### src/hdl/trsg_pkg.sv
// Shared constants for the tile region segment generator.
// Holds field widths, status codes, register indexes and default parameters.
// Depends on nothing.
package trsg_pkg;

    localparam int DEF_COORD_BITS = 24;
    localparam int DEF_MAX_LEVEL  = 12;

    localparam int TILE_DIM_BITS = 13;
    localparam int TILE_IDX_BITS = 12;
    localparam int LOD_BITS      = 4;
    localparam int NX_BITS       = TILE_DIM_BITS + (1 << LOD_BITS) - 1;
    localparam int CMP_BITS      = 34;
    localparam int STATUS_BITS   = 2;

    localparam logic [TILE_DIM_BITS-1:0] TILE_DIM_RESET = TILE_DIM_BITS'(256);

    localparam logic [STATUS_BITS-1:0] ST_OK        = 2'd0;
    localparam logic [STATUS_BITS-1:0] ST_BOUNDS    = 2'd1;
    localparam logic [STATUS_BITS-1:0] ST_NO_ACTIVE = 2'd2;

    localparam logic ACT_START = 1'b0;
    localparam logic ACT_NEXT  = 1'b1;

    localparam logic REG_TILE_WIDTH  = 1'b0;
    localparam logic REG_TILE_HEIGHT = 1'b1;

endpackage

### src/hdl/tile_region_segment_generator.sv
// Tile region segment generator: checks a start rectangle, then walks its tile segments.
// Uses trsg_pkg; one shared restoring divider serves all start-time divisions.
// Sequence: a start item is checked, then runs four serial divisions on the shared divider
// (one quotient bit per cycle), then finishes; a rejected start and a next item go
// straight to the result; a held result stalls the sequencer.
// Throughput: one item at a time; s_tready is low while an item is in work.
// Reset: synchronous active-low aresetn clears the sequencer, the output valid,
// the active request, and sets both tile sizes to 256.
module tile_region_segment_generator
    import trsg_pkg::*;
#(
    parameter int COORD_BITS = DEF_COORD_BITS,
    parameter int MAX_LEVEL  = DEF_MAX_LEVEL
) (
    input  logic        aclk,
    input  logic        aresetn,
    input  logic        s_tvalid,
    output logic        s_tready,
    // left_x, top_y, right_x, bottom_y, detail_level, zero fill
    input  logic [((4*COORD_BITS+LOD_BITS+7)/8)*8-1:0] s_tdata,
    // action
    input  logic        s_tuser,
    output logic        m_tvalid,
    input  logic        m_tready,
    // tile_col, tile_row, in_tile_x, in_tile_y, out_x, out_y, span_w, span_h, zero fill
    output logic [((4*TILE_IDX_BITS+4*COORD_BITS+2+7)/8)*8-1:0] m_tdata,
    // status
    output logic [STATUS_BITS-1:0] m_tuser,
    output logic        m_tlast,
    input  logic        psel,
    input  logic        penable,
    input  logic        pwrite,
    input  logic [2:0]  paddr,
    input  logic [31:0] pwdata,
    output logic [31:0] prdata,
    output logic        pready
);

    localparam int CB     = COORD_BITS;
    localparam int SPW    = CB + 1;
    localparam int TCW    = MAX_LEVEL;
    localparam int CLW    = MAX_LEVEL + 2;
    localparam int CNTW   = $clog2(CB + 1);
    localparam int RW     = TILE_DIM_BITS + 1;
    localparam int OUT_W  = 4*TILE_IDX_BITS + 2*CB + 2*SPW;
    localparam int OUT_TW = ((OUT_W+7)/8)*8;

    typedef enum logic [2:0] {
        S_IDLE, S_CHECK, S_DIV_LOAD, S_DIV_RUN, S_START_FIN, S_NEXT
    } state_t;

    state_t state_reg;

    logic [TILE_DIM_BITS-1:0] tw_reg, th_reg;
    logic                     active_reg;

    logic [CB-1:0]       x0_reg, y0_reg, x1_reg, y1_reg;
    logic [LOD_BITS-1:0] lod_reg;

    logic [LOD_BITS-1:0] level_reg;
    logic [CB-1:0]       first_col_reg, end_col_reg, end_row_reg;
    logic [CB-1:0]       cur_x_reg, cur_y_reg, row_bound_reg, dest_x_reg, dest_y_reg;
    logic [SPW-1:0]      gw_reg;
    logic [TCW-1:0]      t0_reg, t1_reg, tile_col_reg, tile_row_reg, t_end_row_reg;
    logic [CLW-1:0]      cols_left_reg, cols_row_reg, rows_left_reg;
    logic [TILE_DIM_BITS-1:0] off0_reg, offx_reg, offy_reg;

    logic [1:0]          div_sel_reg;
    logic [CNTW-1:0]     div_cnt_reg;
    logic [CB-1:0]       div_quo_reg;
    logic [RW-1:0]       div_rem_reg;

    logic                    m_valid_reg, m_last_reg;
    logic [STATUS_BITS-1:0]  m_status_reg;
    logic [TILE_IDX_BITS-1:0] o_col_reg, o_row_reg, o_tx_reg, o_ty_reg;
    logic [CB-1:0]           o_x_reg, o_y_reg;
    logic [SPW-1:0]          o_w_reg, o_h_reg;

    logic out_free;
    assign out_free = !m_valid_reg || m_tready;

    // start check
    logic [NX_BITS-1:0]  nx, ny;
    logic [CMP_BITS-1:0] nx_e, ny_e, lim_e, x0_e, y0_e, x1_e, y1_e, x1a_e, wd_e;
    logic                start_bad;
    always_comb begin
        nx    = NX_BITS'(tw_reg) << lod_reg;
        ny    = NX_BITS'(th_reg) << lod_reg;
        nx_e  = CMP_BITS'(nx);
        ny_e  = CMP_BITS'(ny);
        lim_e = CMP_BITS'(1) << CB;
        x0_e  = CMP_BITS'(x0_reg);
        y0_e  = CMP_BITS'(y0_reg);
        x1_e  = CMP_BITS'(x1_reg);
        y1_e  = CMP_BITS'(y1_reg);
        if (x0_reg == x1_reg) begin
            x1a_e = (x0_reg == '0) ? nx_e - 1'b1 : x1_e - 1'b1;
        end else begin
            x1a_e = x1_e;
        end
        wd_e = (x1a_e >= x0_e) ? x1a_e - x0_e + 1'b1 : nx_e - (x0_e - x1a_e - 1'b1);
        start_bad = (32'(lod_reg) > 32'(MAX_LEVEL)) || tw_reg == '0 || th_reg == '0
                 || nx_e > lim_e || ny_e > lim_e || x0_e >= nx_e || y0_e >= ny_e
                 || x1a_e >= nx_e || y1_e >= ny_e || y0_e > y1_e;
    end

    // shared divider step
    logic [TILE_DIM_BITS-1:0] div_divisor;
    logic [CB-1:0]            div_dividend;
    logic [RW-1:0]            div_shift;
    logic                     div_ge;
    logic [CB-1:0]            div_quo_new;
    logic [RW-1:0]            div_rem_new;
    always_comb begin
        div_divisor = div_sel_reg[1] ? th_reg : tw_reg;
        unique case (div_sel_reg)
            2'd0:    div_dividend = first_col_reg;
            2'd1:    div_dividend = end_col_reg;
            2'd2:    div_dividend = cur_y_reg;
            default: div_dividend = end_row_reg;
        endcase
        div_shift   = {div_rem_reg[RW-2:0], div_quo_reg[CB-1]};
        div_ge      = div_shift >= RW'(div_divisor);
        div_rem_new = div_ge ? div_shift - RW'(div_divisor) : div_shift;
        div_quo_new = {div_quo_reg[CB-2:0], div_ge};
    end

    // start finish and row setup
    logic           wraps;
    logic [CLW-1:0] cols_row_calc;
    logic [CB-1:0]  row_bound_start;
    always_comb begin
        wraps = end_col_reg < first_col_reg;
        if (wraps) begin
            cols_row_calc = (CLW'(1) << level_reg) - CLW'(t0_reg) + CLW'(t1_reg) + 1'b1;
        end else begin
            cols_row_calc = CLW'(t1_reg) - CLW'(t0_reg) + 1'b1;
        end
        row_bound_start = wraps ? CB'(gw_reg - 1'b1) : end_col_reg;
    end

    // segment step
    logic [SPW-1:0] seg_w, seg_h, avail_x, avail_y, tile_x, tile_y, sum_x;
    logic [TCW-1:0] col_mask;
    always_comb begin
        avail_x  = SPW'(row_bound_reg) - SPW'(cur_x_reg) + 1'b1;
        tile_x   = SPW'(tw_reg) - SPW'(offx_reg);
        seg_w    = (tile_x < avail_x) ? tile_x : avail_x;
        avail_y  = SPW'(end_row_reg) - SPW'(cur_y_reg) + 1'b1;
        tile_y   = SPW'(th_reg) - SPW'(offy_reg);
        seg_h    = (tile_y < avail_y) ? tile_y : avail_y;
        sum_x    = SPW'(cur_x_reg) + seg_w;
        col_mask = ~({TCW{1'b1}} << level_reg);
    end

    logic out_load;
    assign out_load = out_free && ((state_reg == S_CHECK && start_bad)
                                   || state_reg == S_START_FIN || state_reg == S_NEXT);

    logic cfg_wr;
    assign cfg_wr   = psel && penable && pwrite && pready;
    assign pready   = 1'b1;
    assign prdata   = (paddr[2] == REG_TILE_HEIGHT) ? 32'(th_reg) : 32'(tw_reg);
    assign s_tready = (state_reg == S_IDLE);

    always_ff @(posedge aclk) begin
        if (!aresetn) begin
            state_reg   <= S_IDLE;
            m_valid_reg <= 1'b0;
            active_reg  <= 1'b0;
            tw_reg      <= TILE_DIM_RESET;
            th_reg      <= TILE_DIM_RESET;
        end else begin
            if (m_valid_reg && m_tready && !out_load) begin
                m_valid_reg <= 1'b0;
            end
            unique case (state_reg)
                S_IDLE: begin
                    if (s_tvalid) begin
                        x0_reg     <= s_tdata[CB-1:0];
                        y0_reg     <= s_tdata[2*CB-1:CB];
                        x1_reg     <= s_tdata[3*CB-1:2*CB];
                        y1_reg     <= s_tdata[4*CB-1:3*CB];
                        lod_reg    <= s_tdata[4*CB+LOD_BITS-1:4*CB];
                        state_reg  <= (s_tuser == ACT_START) ? S_CHECK : S_NEXT;
                    end
                end
                S_CHECK: begin
                    if (start_bad) begin
                        if (out_free) begin
                            active_reg   <= 1'b0;
                            m_valid_reg  <= 1'b1;
                            m_status_reg <= ST_BOUNDS;
                            m_last_reg   <= 1'b0;
                            o_col_reg    <= '0;
                            o_row_reg    <= '0;
                            o_tx_reg     <= '0;
                            o_ty_reg     <= '0;
                            o_x_reg      <= '0;
                            o_y_reg      <= '0;
                            o_w_reg      <= '0;
                            o_h_reg      <= '0;
                            state_reg    <= S_IDLE;
                        end
                    end else begin
                        active_reg    <= 1'b0;
                        level_reg     <= lod_reg;
                        first_col_reg <= x0_reg;
                        end_col_reg   <= CB'(x1a_e);
                        end_row_reg   <= y1_reg;
                        cur_y_reg     <= y0_reg;
                        dest_y_reg    <= '0;
                        gw_reg        <= SPW'(nx);
                        div_sel_reg   <= 2'd0;
                        state_reg     <= S_DIV_LOAD;
                    end
                end
                S_DIV_LOAD: begin
                    div_quo_reg <= div_dividend;
                    div_rem_reg <= '0;
                    div_cnt_reg <= CNTW'(CB);
                    state_reg   <= S_DIV_RUN;
                end
                S_DIV_RUN: begin
                    div_quo_reg <= div_quo_new;
                    div_rem_reg <= div_rem_new;
                    div_cnt_reg <= div_cnt_reg - 1'b1;
                    if (div_cnt_reg == CNTW'(1)) begin
                        unique case (div_sel_reg)
                            2'd0: begin
                                t0_reg   <= TCW'(div_quo_new);
                                off0_reg <= TILE_DIM_BITS'(div_rem_new);
                            end
                            2'd1: t1_reg <= TCW'(div_quo_new);
                            2'd2: begin
                                tile_row_reg <= TCW'(div_quo_new);
                                offy_reg     <= TILE_DIM_BITS'(div_rem_new);
                            end
                            default: t_end_row_reg <= TCW'(div_quo_new);
                        endcase
                        div_sel_reg <= div_sel_reg + 1'b1;
                        state_reg   <= (div_sel_reg == 2'd3) ? S_START_FIN : S_DIV_LOAD;
                    end
                end
                S_START_FIN: begin
                    if (out_free) begin
                        rows_left_reg <= CLW'(t_end_row_reg) - CLW'(tile_row_reg) + 1'b1;
                        cols_row_reg  <= cols_row_calc;
                        cols_left_reg <= cols_row_calc;
                        cur_x_reg     <= first_col_reg;
                        dest_x_reg    <= '0;
                        tile_col_reg  <= t0_reg;
                        offx_reg      <= off0_reg;
                        row_bound_reg <= row_bound_start;
                        active_reg    <= 1'b1;
                        m_valid_reg   <= 1'b1;
                        m_status_reg  <= ST_OK;
                        m_last_reg    <= 1'b0;
                        o_col_reg     <= '0;
                        o_row_reg     <= '0;
                        o_tx_reg      <= '0;
                        o_ty_reg      <= '0;
                        o_x_reg       <= '0;
                        o_y_reg       <= '0;
                        o_w_reg       <= SPW'(wd_e);
                        o_h_reg       <= SPW'(y1_e - y0_e + 1'b1);
                        state_reg     <= S_IDLE;
                    end
                end
                S_NEXT: begin
                    if (out_free) begin
                        m_valid_reg <= 1'b1;
                        state_reg   <= S_IDLE;
                        if (!active_reg) begin
                            m_status_reg <= ST_NO_ACTIVE;
                            m_last_reg   <= 1'b0;
                            o_col_reg    <= '0;
                            o_row_reg    <= '0;
                            o_tx_reg     <= '0;
                            o_ty_reg     <= '0;
                            o_x_reg      <= '0;
                            o_y_reg      <= '0;
                            o_w_reg      <= '0;
                            o_h_reg      <= '0;
                        end else begin
                            m_status_reg <= ST_OK;
                            o_col_reg    <= TILE_IDX_BITS'(tile_col_reg);
                            o_row_reg    <= TILE_IDX_BITS'(tile_row_reg);
                            o_tx_reg     <= TILE_IDX_BITS'(offx_reg);
                            o_ty_reg     <= TILE_IDX_BITS'(offy_reg);
                            o_x_reg      <= dest_x_reg;
                            o_y_reg      <= dest_y_reg;
                            o_w_reg      <= seg_w;
                            o_h_reg      <= seg_h;
                            if (cols_left_reg == CLW'(1) && rows_left_reg != CLW'(1)) begin
                                m_last_reg    <= 1'b0;
                                rows_left_reg <= rows_left_reg - 1'b1;
                                cur_y_reg     <= CB'(SPW'(cur_y_reg) + seg_h);
                                dest_y_reg    <= CB'(SPW'(dest_y_reg) + seg_h);
                                tile_row_reg  <= tile_row_reg + 1'b1;
                                offy_reg      <= '0;
                                cur_x_reg     <= first_col_reg;
                                dest_x_reg    <= '0;
                                tile_col_reg  <= t0_reg;
                                offx_reg      <= off0_reg;
                                row_bound_reg <= row_bound_start;
                                cols_left_reg <= cols_row_reg;
                            end else begin
                                m_last_reg    <= (cols_left_reg == CLW'(1));
                                dest_x_reg    <= CB'(SPW'(dest_x_reg) + seg_w);
                                offx_reg      <= '0;
                                if (sum_x >= gw_reg) begin
                                    cur_x_reg     <= '0;
                                    row_bound_reg <= end_col_reg;
                                end else begin
                                    cur_x_reg <= CB'(sum_x);
                                end
                                tile_col_reg  <= (tile_col_reg + 1'b1) & col_mask;
                                cols_left_reg <= cols_left_reg - 1'b1;
                                if (cols_left_reg == CLW'(1)) begin
                                    rows_left_reg <= rows_left_reg - 1'b1;
                                    active_reg    <= 1'b0;
                                end
                            end
                        end
                    end
                end
                default: state_reg <= S_IDLE;
            endcase
            if (cfg_wr) begin
                active_reg <= 1'b0;
                if (paddr[2] == REG_TILE_WIDTH) begin
                    tw_reg <= pwdata[TILE_DIM_BITS-1:0];
                end else begin
                    th_reg <= pwdata[TILE_DIM_BITS-1:0];
                end
            end
        end
    end

    assign m_tvalid = m_valid_reg;
    assign m_tuser  = m_status_reg;
    assign m_tlast  = m_last_reg;
    assign m_tdata  = OUT_TW'({o_h_reg, o_w_reg, o_y_reg, o_x_reg,
                               o_ty_reg, o_tx_reg, o_row_reg, o_col_reg});

endmodule
### config.mk
export PLATFORM = sky130hd
export DESIGN_NAME = tile_region_segment_generator
export DESIGN_NICKNAME = d
export VERILOG_FILES = /design/src/hdl/trsg_pkg.sv /design/src/hdl/tile_region_segment_generator.sv
export SDC_FILE = /design/constraint.sdc
export NUM_CORES = 2
export LEC_CHECK = 0
export CORE_MARGIN = 1
export CORE_UTILIZATION = 50
export DETAILED_ROUTE_END_ITERATION = 6
export DONT_BUFFER_PORTS = 1
export GPL_ROUTABILITY_DRIVEN = 0
export GPL_TIMING_DRIVEN = 0
export PLACE_DENSITY = 0.68
export SYNTH_ARGS = -nofsm -noshare
export SYNTH_HDL_FRONTEND = slang
export SYNTH_SLANG_ARGS = --single-unit
### constraint.sdc
create_clock -name aclk -period 12.94 [get_ports aclk]
set_input_delay 1.294 -clock aclk [delete_from_list [all_inputs] [get_ports aclk]]
set_output_delay 1.294 -clock aclk [all_outputs]
set_load 0.05 [all_outputs]
==> results.txt <==
Status: complete, but fails checks
Failing checks: DRC
Met3 wire len: 17700 µm
Simple-gate portion of the synthesized area: 13.8%
Startpoint Class: register
Register bit total from synthesis: 686
YS warnings: 0
Area delta synth->final: 9.21%
Multiplexer share of the synthesized area: 2.93%
Crit end category: register
Worst reg2reg endpoint: row_bound_reg[2]$_DFFE_PP_
Max-cap violations: 0
Via Count: 42221
Crit path to: row_bound_reg[2]$_DFFE_PP_
DR top layer: met5
Postcts setup bufs: 0
Top cell type by total area after synthesis: edfxtp_1
Area of the mapped netlist: 52400 µm²
Initial antenna violation count: 9
Routed length on met2: 71600 µm
Area share of fa/ha/maj cells after synthesis: 17.7%
Overall power: 5.94 mW
HP Start: off0_reg[4]$_DFFE_PP_
Port-buffer cells: 0
Hold buffer count at cts: 0
Met1 wire length: 68600 µm
Crit path DAT: 12.64 ns
Pins Over Slew Limit: 0
Post-Route WL: 168000 µm
Fillers: 9129
Worst-Margin Slew: 1.42 ns
Library cells used by synthesis: 101
R2R cell count: 47
Vias in the first global route: 39885
Static Leak: 24.1 nW
Most common cell in the netlist: edfxtp_1
Largest net degree at the start of global routing: 64
Worst R2R Setup Slack: 0.72 ns
Drt via density: 6.11
Total congestion overflow: 0
Period utilization: 94.4%
Slowest CP cell: o21ai_0
IO Pins: 337
Combinational family with the most area after synthesis: adder cells
HPWL Detailed: 135000 µm
Pwr Density: 104 nW/µm²
Post-DRT Antenna Nets: 0
Post-synth top area share: 37.5%
CP peak stage delay: 0.75 ns
Worst skew pair latency: 0.68 ns
Post-Syn Area per Cell: 9.82 µm²
Multi-input logic area: 29700 µm²
Slew Limit Headroom: 5.08%
Remaining DRCs: 84
Primary FF master, synth: edfxtp_1
Ys async rst share: 0%
Core area: 104000 µm²
Register area: 20300 µm²
Setup Viol. Count Final: 0
Sequential area share after synthesis: 38.7%
Initial Util: 50.6%
CTS tree: done
Buf/Inv on CP: 6
Crit. path cell count: 47
Worst hold path type: reg -> reg
Post-synthesis xor/xnor area fraction: 6.17%
Worst setup startpoint: tw_reg[0]$_SDFFE_PN0P_
Final Critical Period: 12.22 ns
Hold Fails Final Rpt: 0
CTS HTree Levels: 3
Root Buffer: clkbuf_16
Ranking of synthesized cells by area: edfxtp_1, ha_1, xnor2_1
Synth Area in Compound Gates: 15.7%
VDD IR max: 0.000117 V
Die Y: 326 µm
Total global-route track usage: 30.8%
Crit path max fanout: 14
Layout net count: 6316
FMAX: 81.8 MHz
DRT iter0 DRCs: 5195
Die width: 326 µm
Clock-pin slew on the worst setup and hold paths: 0.06 ns
Worst R2R Start: tw_reg[0]$_SDFFE_PN0P_
RSZ-0062 raised after global routing: no
Die Area: 106000 µm²
WL per Instance: 24.3 µm
Layout cell share with drive strength beyond 1: 5.47%
CP required: 13.36 ns
Number of detailed-route iterations in the first pass: 7
Synth Instances: 5337
Std-Cell Rows: 118
Largest delay share family, worst path: compound AO/OA/AOI/OAI gates
Post-synth EDFFs: 655
WHS: 0.519 ns
CTS sink cnt: 686
Commonest cells post-synth: edfxtp_1, ha_1, inv_1
Total CTS buffers: 79
Critical path class: reg -> reg
Clk_skew: 0.0341 ns
First-pass GRT wire length: 246000 µm
Clk buf depth: 3
==> metal layers <==
layer,GRT usage [%],vias to the layer above
met5,0,-
met4,15.6,4
met3,7.85,460
met2,46.6,2184
met1,40.9,20007
li1,-,19566
==> cell families after synthesis <==
family / Yosys count
simple gates: 1506
compound gates: 1287
fa+ha+maj: 705
flops: 686
buf+inv: 651
xor+xnor: 369
mux: 131
other cells: 2
==> stage by stage <==
step	utilization, %	worst slack (ns)	cell area [µm²]	instances	TNS [ns]
2_1_floorplan	-	0.164	52500	5361	0
3_3_place_gp	52.3	-4.99	54200	6741	-502.77
3_5_place_dp	52.7	1.05	54600	6763	0
4_1_cts	55.2	0.930	57200	6904	0
5_1_grt	55.2	0.0910	57200	6904	0
6_report	55.2	0.720	57200	6910	0
==> worst reg2reg max path, delay by kind of cell, from the launching register on <==
kind	cells	cell delay, ns
adder cells (fa/ha/maj)	6	2.02
buffers and inverters	6	1.53
flip-flops	1	0.39
AO/OA/AOI/OAI	24	6.33
AND/OR/NAND/NOR	9	1.22
XOR/XNOR	2	0.47
==> placed cells by master, fill, tap and decap left out, types with 26 or more instances in the layout <==
| cell | instances |
|---|---|
| edfxtp_1 | 655 |
| ha_1 | 645 |
| inv_1 | 453 |
| nor2_1 | 438 |
| nand2_1 | 408 |
| a21oi_1 | 361 |
| o21ai_0 | 283 |
| xnor2_1 | 245 |
| clkbuf_1 | 148 |
| a21o_1 | 140 |
| xor2_1 | 124 |
| and3_1 | 108 |
| nand3_1 | 91 |
| nor3_1 | 90 |
| clkbuf_16 | 80 |
| mux2i_1 | 74 |
| nand4_1 | 63 |
| fa_1 | 60 |
| nor2b_1 | 52 |
| nand2b_1 | 50 |
| o21bai_1 | 43 |
| and2_1 | 41 |
| o21a_1 | 40 |
| a21boi_0 | 38 |
| or3_1 | 35 |
| a22o_1 | 34 |
| a211oi_1 | 33 |
| buf_4 | 33 |
| o21ai_1 | 33 |
| mux2_2 | 32 |
| or2_2 | 31 |
| dfxtp_1 | 31 |
| a31oi_1 | 29 |
| conb_1 | 26 |
==> layout make-up <==
cell class / instances / area share [%]
diodes: 6 / 0.0262
clock buffers: 93 / 3.58
inverters: 460 / 3.02
clock inverters: 48 / 0.920
repair buffers: 22 / 0.599
well taps: 1380 / 3.02
multi-input cells: 4024 / 51.8
plain buffers: 191 / 1.54
flip-flops and latches: 686 / 35.5
==> worst min path at each step <==
stage,slack [ns],to,cells past startpoint
2_1_floorplan,0.43,level_reg[1]$_DFFE_PP_,0
3_3_place_gp,0.50,offx_reg[0]$_DFFE_PP_,1
3_5_place_dp,0.51,offx_reg[2]$_DFFE_PP_,1
4_1_cts,0.52,offx_reg[4]$_DFFE_PP_,1
5_1_grt,0.55,offx_reg[0]$_DFFE_PP_,1
6_report,0.52,offx_reg[4]$_DFFE_PP_,1
==> where the power goes <==
part | total [mW] | internal [mW] | switching [mW]
combinational | 1.06 | 0.403 | 0.654
sequential | 2.61 | 2.48 | 0.131
clock | 2.27 | 1.31 | 0.964
==> timing repair <==
action / 4_1_cts / 5_1_grt
setup endpoints to repair: 0 / 14
gates resized for setup: 0 / 1
hold endpoints to repair: 0 / 0
Note: power is estimated with default switching activity, not from simulation.
